File: src/sv/hsv_gamma_saturation_correct_unit_assert.svh
// Assertion macros for the HSV gamma and saturation correction block.
// Included by the RTL files that carry concurrent checks; no other dependencies.
`ifndef HSV_GAMMA_SATURATION_CORRECT_UNIT_ASSERT_SVH
`define HSV_GAMMA_SATURATION_CORRECT_UNIT_ASSERT_SVH
`ifndef ASSERT_OFF
// Same-cycle implication, disabled while reset is asserted.
`define HGSC_ASSERT_IMP(label, clk, rst_n, ante, cons) \
  label: assert property (@(posedge clk) disable iff (!rst_n) (ante) |-> (cons)) \
    else $error("same-cycle implication check failed");
// Next-cycle implication, disabled while reset is asserted.
`define HGSC_ASSERT_NXT(label, clk, rst_n, ante, cons) \
  label: assert property (@(posedge clk) disable iff (!rst_n) (ante) |=> (cons)) \
    else $error("next-cycle implication check failed");
`else
`define HGSC_ASSERT_IMP(label, clk, rst_n, ante, cons)
`define HGSC_ASSERT_NXT(label, clk, rst_n, ante, cons)
`endif
`endif

File: src/sv/hgsc_pkg.sv
// Shared types and constants of the HSV gamma and saturation correction block.
// Used by the front, queue, back and top-level modules; depends on nothing.
package hgsc_pkg;

  // Value curve geometry.
  localparam int CURVE_ENTRIES = 256;
  localparam int CURVE_AW      = 8;

  // Queue between the front and the back.
  localparam int Q_DEPTH = 4;
  localparam int Q_AW    = 2;

  // Register indexes on the configuration port.
  localparam logic [2:0] REG_LOW_THRESHOLD  = 3'd0;
  localparam logic [2:0] REG_HIGH_THRESHOLD = 3'd1;
  localparam logic [2:0] REG_MASTER_GAIN    = 3'd2;
  localparam logic [2:0] REG_SHADOW_GAIN    = 3'd3;
  localparam logic [2:0] REG_MIDTONE_GAIN   = 3'd4;
  localparam logic [2:0] REG_HIGHLIGHT_GAIN = 3'd5;

  // Request commands.
  localparam logic CMD_PIXEL = 1'b0;
  localparam logic CMD_LOAD  = 1'b1;

  // Hue sectors, starting at red and going round through yellow, green and so on.
  localparam logic [2:0] SEC_RY = 3'd0;
  localparam logic [2:0] SEC_YG = 3'd1;
  localparam logic [2:0] SEC_GC = 3'd2;
  localparam logic [2:0] SEC_CB = 3'd3;
  localparam logic [2:0] SEC_BM = 3'd4;
  localparam logic [2:0] SEC_MR = 3'd5;

  // Configuration register values.
  typedef struct packed {
    logic [15:0] low_threshold;
    logic [15:0] high_threshold;
    logic [15:0] master_gain;
    logic [15:0] shadow_gain;
    logic [15:0] midtone_gain;
    logic [15:0] highlight_gain;
  } cfg_t;

  // A classified request as it waits in the queue.
  typedef struct packed {
    logic        cmd;
    logic [7:0]  addr;    // curve entry: the maximum byte, or the load index
    logic [15:0] wval;    // curve value for a load
    logic [7:0]  delta;
    logic [7:0]  num;
    logic [2:0]  sector;
  } q_item_t;

endpackage

File: src/sv/hgsc_queue.sv
// Short queue that decouples the front from the back of the correction block.
// Depends on hgsc_pkg for the entry type and depth.
module hgsc_queue
  import hgsc_pkg::*;
(
  input  logic    clk,
  input  logic    rst_n,
  input  logic    push,
  input  q_item_t push_item,
  output logic    full,
  input  logic    pop,
  output logic    head_valid,
  output q_item_t head
);

  q_item_t         mem_r [Q_DEPTH];
  logic [Q_AW-1:0] wr_ptr_r;
  logic [Q_AW-1:0] rd_ptr_r;
  logic [Q_AW:0]   count_r;

  assign full       = (count_r == (Q_AW+1)'(Q_DEPTH));
  assign head_valid = (count_r != '0);
  assign head       = mem_r[rd_ptr_r];

  // Entry storage.
  always_ff @(posedge clk) begin
    if (push) begin
      mem_r[wr_ptr_r] <= push_item;
    end
  end

  // Pointers and fill count.
  always_ff @(posedge clk) begin
    if (!rst_n) begin
      wr_ptr_r <= '0;
      rd_ptr_r <= '0;
      count_r  <= '0;
    end else begin
      if (push) wr_ptr_r <= wr_ptr_r + 1'b1;
      if (pop) rd_ptr_r <= rd_ptr_r + 1'b1;
      if (push && !pop) count_r <= count_r + 1'b1;
      else if (pop && !push) count_r <= count_r - 1'b1;
    end
  end

endmodule

File: config.mk
export PLATFORM = sky130hd
export DESIGN_NAME = hgsc_queue
export DESIGN_NICKNAME = d
export VERILOG_FILES = /design/src/sv/hsv_gamma_saturation_correct_unit_assert.svh /design/src/sv/hgsc_pkg.sv /design/src/sv/hgsc_queue.sv
export SDC_FILE = /design/constraint.sdc
export NUM_CORES = 1
export LEC_CHECK = 0
export ABC_AREA = 1
export BUFFER_PORTS_ARGS = -buffer_cell sky130_fd_sc_hd__buf_4
export CAP_MARGIN = 20
export CORE_AREA = 2 2 111 113
export DETAILED_ROUTE_END_ITERATION = 6
export DIE_AREA = 0 0 113 115
export PLACE_DENSITY = 0.9
export SYNTH_ARGS = -nofsm -noshare
export SYNTH_HDL_FRONTEND = slang
export SYNTH_SLANG_ARGS = --single-unit
File: constraint.sdc
create_clock -name clk -period 2.8 [get_ports clk]
set_clock_uncertainty 0.05 [all_clocks]
set_input_delay 0.14 -clock clk [delete_from_list [all_inputs] [get_ports clk]]
set_output_delay 0.14 -clock clk [all_outputs]
set_load 0.02 [all_outputs]
==> results.cfg <==
[outcome]
status = complete, but fails checks
failed_checks = design-rule violations

[clock_tree]
post_cts_buffers = 0
htree_levels = 4
ctsResizeCount = 0
cts.sinks = 185
cts_tree = yes
clkTransAtPathRegs_ns = 0.06
cts_root_buffer = clkbuf_16
cts_made_buffers = 17
cts_buffer_depth = 2
clk_latency_ns = 0.43

[place]
finalWeightedCongestion = 0.704
dp.cells = 704
numPortBuffers = 93
placed_area_mm2 = 0.00786
hpwl_mm = 8.18
post-place-ws_ns = 0.962

[global_route]
grt_pass1_wl_mm = 22.8
grt.overflow.total = 0
grt_antenna_before_repair = 0
grt_pass1_vias = 4588
track_usage = 0.239
grt_max_degree = 89

[synth]
synth-edff-count = 176
yosysSeqAreaShare = 0.775
synth_most_common_cell = edfxtp_1
synthMuxAreaShare = 0
yosysWarningCount = 0
syn_nets = 538
synthCells = 484
synth_top_cell_by_area = edfxtp_1
synth_compound_area_frac = 0.117
synth_flop_cell = edfxtp_1
yosys.area_share.adder = 0.0117
netlist_top_cells_count = edfxtp_1 (176), o21ai_0 (87), nor2_1 (84)
avgSynthCellArea_um2 = 14.6
synth_xor_area_frac = 0
ys_ff_latch = 185
synth_top_area_share = 0.749
synth.distinct_cells = 23
yosys-top-cells-area = edfxtp_1 (75%), o21ai_0 (6.2%), nor2_1 (4.5%), o22ai_1 (3.0%), dfxtp_1 (2.6%)
synth-simple-area-share = 0.0612
synth_top_family_by_area = compound AO/OA/AOI/OAI gates
async_flop_share = 0
synth_area_mm2 = 0.00705

[die]
fp.dieArea_mm2 = 0.0130
core.rowCount = 40
initial_core_util = 0.597
die_width_um = 113
io_pins = 94
core_mm2 = 0.0118
die_h_um = 115

[cells_and_area]
postLayoutCellArea_mm2 = 0.00887
drive_gt1_frac = 0.244
post-route-util = 0.751
n_antenna_cell = 0
nets = 677
finalNonFillerCells = 782
area_growth_pct = 25.8

[timing]
setup_slack_ns = 0.473
min_period_ns = 2.33
max_freq_mhz = 430
hold_violations = 0
fin_tns_setup_ns = 0
fin_crit_sh = 0.831
rsz0062_at_grt = no
relSlewSlack = 0.484
whs_ns = 0.396
setup_viol_count_final = 0
drv_slew = 0
tightestPinTransition_ns = 0.772

[route]
drt-initial-drc-count = 412
antenna_left = 0
wl_per_cell_um = 19.0
drc = 4
vias = 4411
wl_mm = 14.8
viasPerCell = 5.64
dr.pass1.iters = 7

[worst_setup_path]
worstPathArrival_ns = 2.14
cp-end-kind = output pin
max_stage_delay_ns = 0.64
cp_max_fo = 88
path_class = flop to output pin
worstPathRequired_ns = 2.61
crit_slowest_cell = dfxtp_2
crit_path_start_kind = flop
path_cells = inv_6 -> o21ai_0 -> o22ai_2 -> buf_4

[min_path]
hp-class = flop to flop

[power]
power_leakage_nw = 3.19
p_total_mw = 6.14
ir_drop_mv = 0.572
cellPowerDensity_mw_per_mm2 = 693

[flow_run]
cap_violations = 0
[critical path: cells and delay by family (launching register included)]
family                 cells  cell delay, ns
AOI/OAI and AO/OA          2            0.47
DFF                        1            0.64
buffers and inverters      2            0.51
[per-layer routing]
layer,up-vias,global-route usage,wire (um)
met1,2158,0.269,5540
met3,17,0.0601,794
li1,2076,-,-
met5,-,0,0
met4,0,0.120,234
met2,160,0.425,8250
[layout by cell type (no fill, tap or decap)]
cell type / synthesis / routed
buf_4: 1 / 96
nand3_1: 1 / 1
bufinv_16: 0 / 1
inv_1: 15 / 11
o22ai_1: 34 / 34
clkinv_2: 0 / 3
nand4_1: 1 / 1
inv_2: 1 / 5
clkinv_1: 0 / 2
inv_6: 1 / 3
clkbuf_16: 0 / 17
ha_1: 5 / 5
clkinv_4: 0 / 2
clkbuf_1: 0 / 2
dfxtp_1: 9 / 7
o21ai_0: 87 / 87
edfxtp_1: 176 / 176
clkinvlp_4: 0 / 2
o22ai_2: 10 / 10
nand2_1: 10 / 10
dfxtp_2: 0 / 2
buf_12: 0 / 4
o21ai_1: 7 / 7
nor2_2: 10 / 10
nor2_1: 84 / 84
fa_1: 1 / 1
a21oi_1: 4 / 4
nor3_1: 1 / 1
dlygate4sd3_1: 0 / 47
[sequential cells by signal, summed over array words and instances, names as in the netlist, named ones only]
| register | cells |
|---|---|
| count_r | 3 |
| wr_ptr_r | 2 |
| rd_ptr_r | 2 |
| mem_r | 176 |
[what timing repair did]
| item | CTS | global route |
|---|---|---|
| endpoints found under the hold margin | 185 | 0 |
| hold buffers | 47 | 0 |
| setup endpoints to repair | 0 | 0 |
[cell families after synthesis]
kind of cell | after synthesis
flops | 185
compound gates | 142
buf+inv | 44
fa+ha+maj | 6
simple gates | 107
[final cells by class]
class,count,area (um^2)
Inverter,17,68.8
Clock inverter,12,103
Fill cell,728,2940
Tap cell,147,184
Clock buffer,19,433
Sequential cell,185,5470
Timing Repair Buffer,147,1270
Multi-Input combinational cell,255,1340
[path summary, 6_finish.rpt]
| kind | startpoint | to | slack [ns] | depth (start not counted) |
|---|---|---|---|---|
| worst max-delay path | flop | head[18] | 0.47 | 4 |
| worst min-delay path | rd_ptr_r[1] | flop | 0.40 | 1 |
| worst max register to register | wr_ptr_r[1] | mem_r[1][42] | 1.02 | 5 |
| worst min register to register | rd_ptr_r[1] | flop | 0.40 | 1 |
[power breakdown]
group / internal (mW) / switching, mW
registers: 3.16 / 0.0425
clock network: 1.21 / 0.962
logic: 0.306 / 0.461
Note: power is estimated with default switching activity, not from simulation.
