## config.mk

```make
export PLATFORM = sky130hd
export DESIGN_NAME = hgsc_front
export DESIGN_NICKNAME = d
export VERILOG_FILES = /design/src/sv/hsv_gamma_saturation_correct_unit_assert.svh /design/src/sv/hgsc_pkg.sv /design/src/sv/hgsc_front.sv
export SDC_FILE = /design/constraint.sdc
export NUM_CORES = 1
export LEC_CHECK = 0
export BUFFER_PORTS_ARGS = -buffer_cell sky130_fd_sc_hd__buf_2
export CAP_MARGIN = 20
export CORE_AREA = 2 2 123 125
export DETAILED_ROUTE_END_ITERATION = 8
export DIE_AREA = 0 0 125 127
export PLACE_DENSITY_LB_ADDON = 0.12
export SETUP_SLACK_MARGIN = 0.2
export SLEW_MARGIN = 40
export SYNTH_ARGS = -nofsm -noshare
export SYNTH_HDL_FRONTEND = slang
export SYNTH_SLANG_ARGS = --single-unit
```

## constraint.sdc

```tcl
create_clock -name vclk -period 15.4
set_input_delay 3.08 -clock vclk [all_inputs]
set_output_delay 3.08 -clock vclk [all_outputs]
set_load 0.05 [all_outputs]
```

## src/sv/hsv_gamma_saturation_correct_unit_assert.svh

```systemverilog
// Assertion macros for the HSV gamma and saturation correction block.
// Included by the RTL files that carry concurrent checks; no other dependencies.
`ifndef HSV_GAMMA_SATURATION_CORRECT_UNIT_ASSERT_SVH
`define HSV_GAMMA_SATURATION_CORRECT_UNIT_ASSERT_SVH
`ifndef ASSERT_OFF
// Same-cycle implication, disabled while reset is asserted.
`define HGSC_ASSERT_IMP(label, clk, rst_n, ante, cons) \
  label: assert property (@(posedge clk) disable iff (!rst_n) (ante) |-> (cons)) \
    else $error("same-cycle implication check failed");
// Next-cycle implication, disabled while reset is asserted.
`define HGSC_ASSERT_NXT(label, clk, rst_n, ante, cons) \
  label: assert property (@(posedge clk) disable iff (!rst_n) (ante) |=> (cons)) \
    else $error("next-cycle implication check failed");
`else
`define HGSC_ASSERT_IMP(label, clk, rst_n, ante, cons)
`define HGSC_ASSERT_NXT(label, clk, rst_n, ante, cons)
`endif
`endif

```

## src/sv/hgsc_pkg.sv

```systemverilog
// Shared types and constants of the HSV gamma and saturation correction block.
// Used by the front, queue, back and top-level modules; depends on nothing.
package hgsc_pkg;

  // Value curve geometry.
  localparam int CURVE_ENTRIES = 256;
  localparam int CURVE_AW      = 8;

  // Queue between the front and the back.
  localparam int Q_DEPTH = 4;
  localparam int Q_AW    = 2;

  // Register indexes on the configuration port.
  localparam logic [2:0] REG_LOW_THRESHOLD  = 3'd0;
  localparam logic [2:0] REG_HIGH_THRESHOLD = 3'd1;
  localparam logic [2:0] REG_MASTER_GAIN    = 3'd2;
  localparam logic [2:0] REG_SHADOW_GAIN    = 3'd3;
  localparam logic [2:0] REG_MIDTONE_GAIN   = 3'd4;
  localparam logic [2:0] REG_HIGHLIGHT_GAIN = 3'd5;

  // Request commands.
  localparam logic CMD_PIXEL = 1'b0;
  localparam logic CMD_LOAD  = 1'b1;

  // Hue sectors, starting at red and going round through yellow, green and so on.
  localparam logic [2:0] SEC_RY = 3'd0;
  localparam logic [2:0] SEC_YG = 3'd1;
  localparam logic [2:0] SEC_GC = 3'd2;
  localparam logic [2:0] SEC_CB = 3'd3;
  localparam logic [2:0] SEC_BM = 3'd4;
  localparam logic [2:0] SEC_MR = 3'd5;

  // Configuration register values.
  typedef struct packed {
    logic [15:0] low_threshold;
    logic [15:0] high_threshold;
    logic [15:0] master_gain;
    logic [15:0] shadow_gain;
    logic [15:0] midtone_gain;
    logic [15:0] highlight_gain;
  } cfg_t;

  // A classified request as it waits in the queue.
  typedef struct packed {
    logic        cmd;
    logic [7:0]  addr;    // curve entry: the maximum byte, or the load index
    logic [15:0] wval;    // curve value for a load
    logic [7:0]  delta;
    logic [7:0]  num;
    logic [2:0]  sector;
  } q_item_t;

endpackage

```

## src/sv/hgsc_front.sv

```systemverilog
// Front of the correction block: classifies each request into curve address,
// chroma, hue sector and hue numerator. Depends on hgsc_pkg.
module hgsc_front
  import hgsc_pkg::*;
(
  input  logic        cmd,
  input  logic [7:0]  red,
  input  logic [7:0]  green,
  input  logic [7:0]  blue,
  input  logic [7:0]  entry_index,
  input  logic [15:0] entry_value,
  output q_item_t     item
);

  logic [7:0] mx;
  logic [7:0] mn;
  logic [7:0] delta;
  logic [7:0] num_raw;
  logic [2:0] sec_raw;
  logic [2:0] sec_inc;

  // Largest and smallest channel.
  always_comb begin
    mx = red;
    if (green > mx) mx = green;
    if (blue > mx) mx = blue;
    mn = red;
    if (green < mn) mn = green;
    if (blue < mn) mn = blue;
    delta = mx - mn;
  end

  // Hue sector and numerator of the fraction.
  always_comb begin
    if (red >= green && red >= blue) begin
      if (green >= blue) begin
        sec_raw = SEC_RY;
        num_raw = green - blue;
      end else begin
        sec_raw = SEC_MR;
        num_raw = delta - (blue - green);
      end
    end else if (green >= blue) begin
      if (blue >= red) begin
        sec_raw = SEC_GC;
        num_raw = blue - red;
      end else begin
        sec_raw = SEC_YG;
        num_raw = delta - (red - blue);
      end
    end else begin
      if (red >= green) begin
        sec_raw = SEC_BM;
        num_raw = red - green;
      end else begin
        sec_raw = SEC_CB;
        num_raw = delta - (green - red);
      end
    end
  end

  // Following sector, used when the numerator reaches the full chroma.
  always_comb begin
    case (sec_raw)
      SEC_RY:  sec_inc = SEC_YG;
      SEC_YG:  sec_inc = SEC_GC;
      SEC_GC:  sec_inc = SEC_CB;
      SEC_CB:  sec_inc = SEC_BM;
      SEC_BM:  sec_inc = SEC_MR;
      default: sec_inc = SEC_RY;
    endcase
  end

  // Assemble the queue entry.
  always_comb begin
    item.cmd   = cmd;
    item.addr  = (cmd == CMD_LOAD) ? entry_index : mx;
    item.wval  = entry_value;
    item.delta = delta;
    if (num_raw >= delta) begin
      item.sector = sec_inc;
      item.num    = 8'd0;
    end else begin
      item.sector = sec_raw;
      item.num    = num_raw;
    end
  end

endmodule

```

==> flow_metrics.env <==
export IMPL_crit_fanout=12
export IMPL_finalWirelength_um=13900
export IMPL_setup_viol=0
export IMPL_synth_seq_area_share_pct=0
export IMPL_synthesis_area_sq_um=4260
export IMPL_place_congestion=0.821
export IMPL_crit_required_ns=12.32
export IMPL_endpoint_kind="output pin"
export IMPL_dp_cells=795
export IMPL_grt_antenna_before_repair=0
export IMPL_synth_fp_nets=717
export IMPL_dp_hpwl_um=12100
export IMPL_fin_crit_sh_pct=94.9
export IMPL_cp_slowest_stage_delay_ns=0.51
export IMPL_path_buf_inv=10
export IMPL_vias=4071
export IMPL_cp_common_cell="inv_1"
export IMPL_core_area_sq_um=14400
export IMPL_critical_path_class="in -> out"
export IMPL_grt_pass1_wl_um=21700
export IMPL_dieArea_sq_um=15900
export IMPL_design_seq_count=0
export IMPL_path_depth=44
export IMPL_drv_slew=0
export IMPL_grt_usage_pct=17.0
export IMPL_ios=93
export IMPL_drt_iter0_markers=200
export IMPL_met3_length_um=400
export IMPL_synth_top_area_share_pct=22.3
export IMPL_routedWlPerCell_um=17.3
export IMPL_n_clock_buffer=0
export IMPL_final_cell_mix="inv_1, ha_1, buf_2, a21oi_1, nor2_1"
export IMPL_crit_start="green[7]"
export IMPL_grt_start_max_net_pins=21
export IMPL_grt_pass1_vias=3966
export IMPL_top_layer_used="met4"
export IMPL_endpoint="item[2]"
export IMPL_min_path_type="in -> out"
export IMPL_drc=0
export IMPL_overflow=0
export IMPL_hp_start="entry_value[3]"
export IMPL_status="complete, no violations"
export IMPL_drive_gt1_share_pct=21.5
export IMPL_fin_nets=772
export IMPL_regArea_sq_um=0
export IMPL_start_kind="input pin"
export IMPL_synthCells=567
export IMPL_final_common_cell="inv_1"
export IMPL_n_antenna_cell=0
export IMPL_num_rows=44
export IMPL_yosys_area_top_type="ha_1"
export IMPL_synth_area_leaders="ha_1, fa_1, a21oi_1, inv_1, xnor2_1"
export IMPL_die_w_um=125
export IMPL_synthToLayoutAreaGrowth_pct=15.7
export IMPL_final_cells=804
export IMPL_hold_viol=0
export IMPL_critPathTopFamily="compound AO/OA/AOI/OAI gates"
export IMPL_synthDistinctLibCells=64
export IMPL_portBuffers=61
export IMPL_wl_met2_um=6730
export IMPL_ant_nets=0
export IMPL_finalCriticalPeriod_ns=14.62
export IMPL_worstMarginPinSlew_ns=0.499
export IMPL_via_per_inst=5.06
export IMPL_die_h_um=127
export IMPL_rsz0062_at_grt="false"
export IMPL_avgSynthCellArea_sq_um=7.50
export IMPL_cap_violations=0
export IMPL_crit_arrival_ns=11.54
export IMPL_wl_met1_um=6670
export IMPL_cp_slowest_cell="fa_1"
export IMPL_synth_warnings=0
export IMPL_initial_utilization_pct=29.5
export IMPL_drt_pass1_iterations=4
export IMPL_slew_headroom_pct=66.8
export IMPL_fmax_mhz=68.4
==> worst min path at each step <==
stage	endpoint	cells past startpoint
after global routing	item[22]	0
final	item[22]	0
after floorplan	item[19]	1
after global placement	item[24]	0
after detailed placement	item[24]	0
after CTS	item[24]	0
==> repair_timing <==
action,CTS,global route
hold endpoints to repair,0,0
endpoints found under the setup margin,9,11
setup buffers,0,8
gates cloned,0,1
resized for setup,5,25
pin swaps,0,7
hold buffers,0,0
==> through the flow <==
| stage | setup TNS, ns | utilization, % | instance area [sq um] | setup WS, ns | hold slack [ns] |
|---|---|---|---|---|---|
| after CTS | 0 | 33.0 | 4760 | 0.224 | 6.16 |
| after global routing | 0 | 34.1 | 4920 | 0.181 | 6.16 |
| after detailed placement | -0.000854 | 32.8 | 4730 | -0.000854 | 6.16 |
| final | 0 | 34.1 | 4920 | 0.784 | 6.16 |
| after floorplan | 0 | - | 4280 | 0.212 | 6.33 |
| after global placement | 0 | 32.8 | 4730 | 0.118 | 6.16 |
==> area by class of cell <==
type / instances / area [sq um]
fill: 1585 / 9500
multi-input combinational: 460 / 3930
timing repair buffer: 81 / 468
inverter: 79 / 297
tap: 184 / 230
==> cell families (layout without fill, tap and decap cells) <==
group,count (synthesis),after routing,share of synthesized area (%)
AOI/OAI and AO/OA,170,171,25.7
xor gates and xnor gates,40,40,8.56
adders and majority gates,101,101,34.1
buffers and inverters,108,160,11.1
muxes,22,22,5.62
and+or+nand+nor,126,126,15.0
==> synth_stat cells (3+ instances only) <==
master,count
ha_1,76
o21ai_0,32
nand2_1,29
inv_1,77
nand4_1,5
a31oi_1,4
mux2_2,12
xor2_1,10
and4_1,3
o21ai_1,3
nor2b_1,6
mux2i_1,9
xnor2_1,29
o211ai_1,5
fa_1,25
nand3_1,5
and2_1,6
buf_4,17
clkbuf_1,9
a21oi_1,60
a21boi_0,3
a211oi_1,8
a21oi_2,4
nor2_1,46
a21o_1,23
o21a_1,3
o21bai_1,7
nand2b_1,8
==> routing by layer <==
| layer | vias up | global-route usage, % |
|---|---|---|
| met5 | - | 0 |
| met4 | 0 | 0.850 |
| met3 | 12 | 0.335 |
| met2 | 75 | 30.4 |
| met1 | 1904 | 24.1 |
| li1 | 2080 | - |
Power is not shown: default switching activity piles up to over one toggle a cycle in this logic, so the estimate is an artifact.
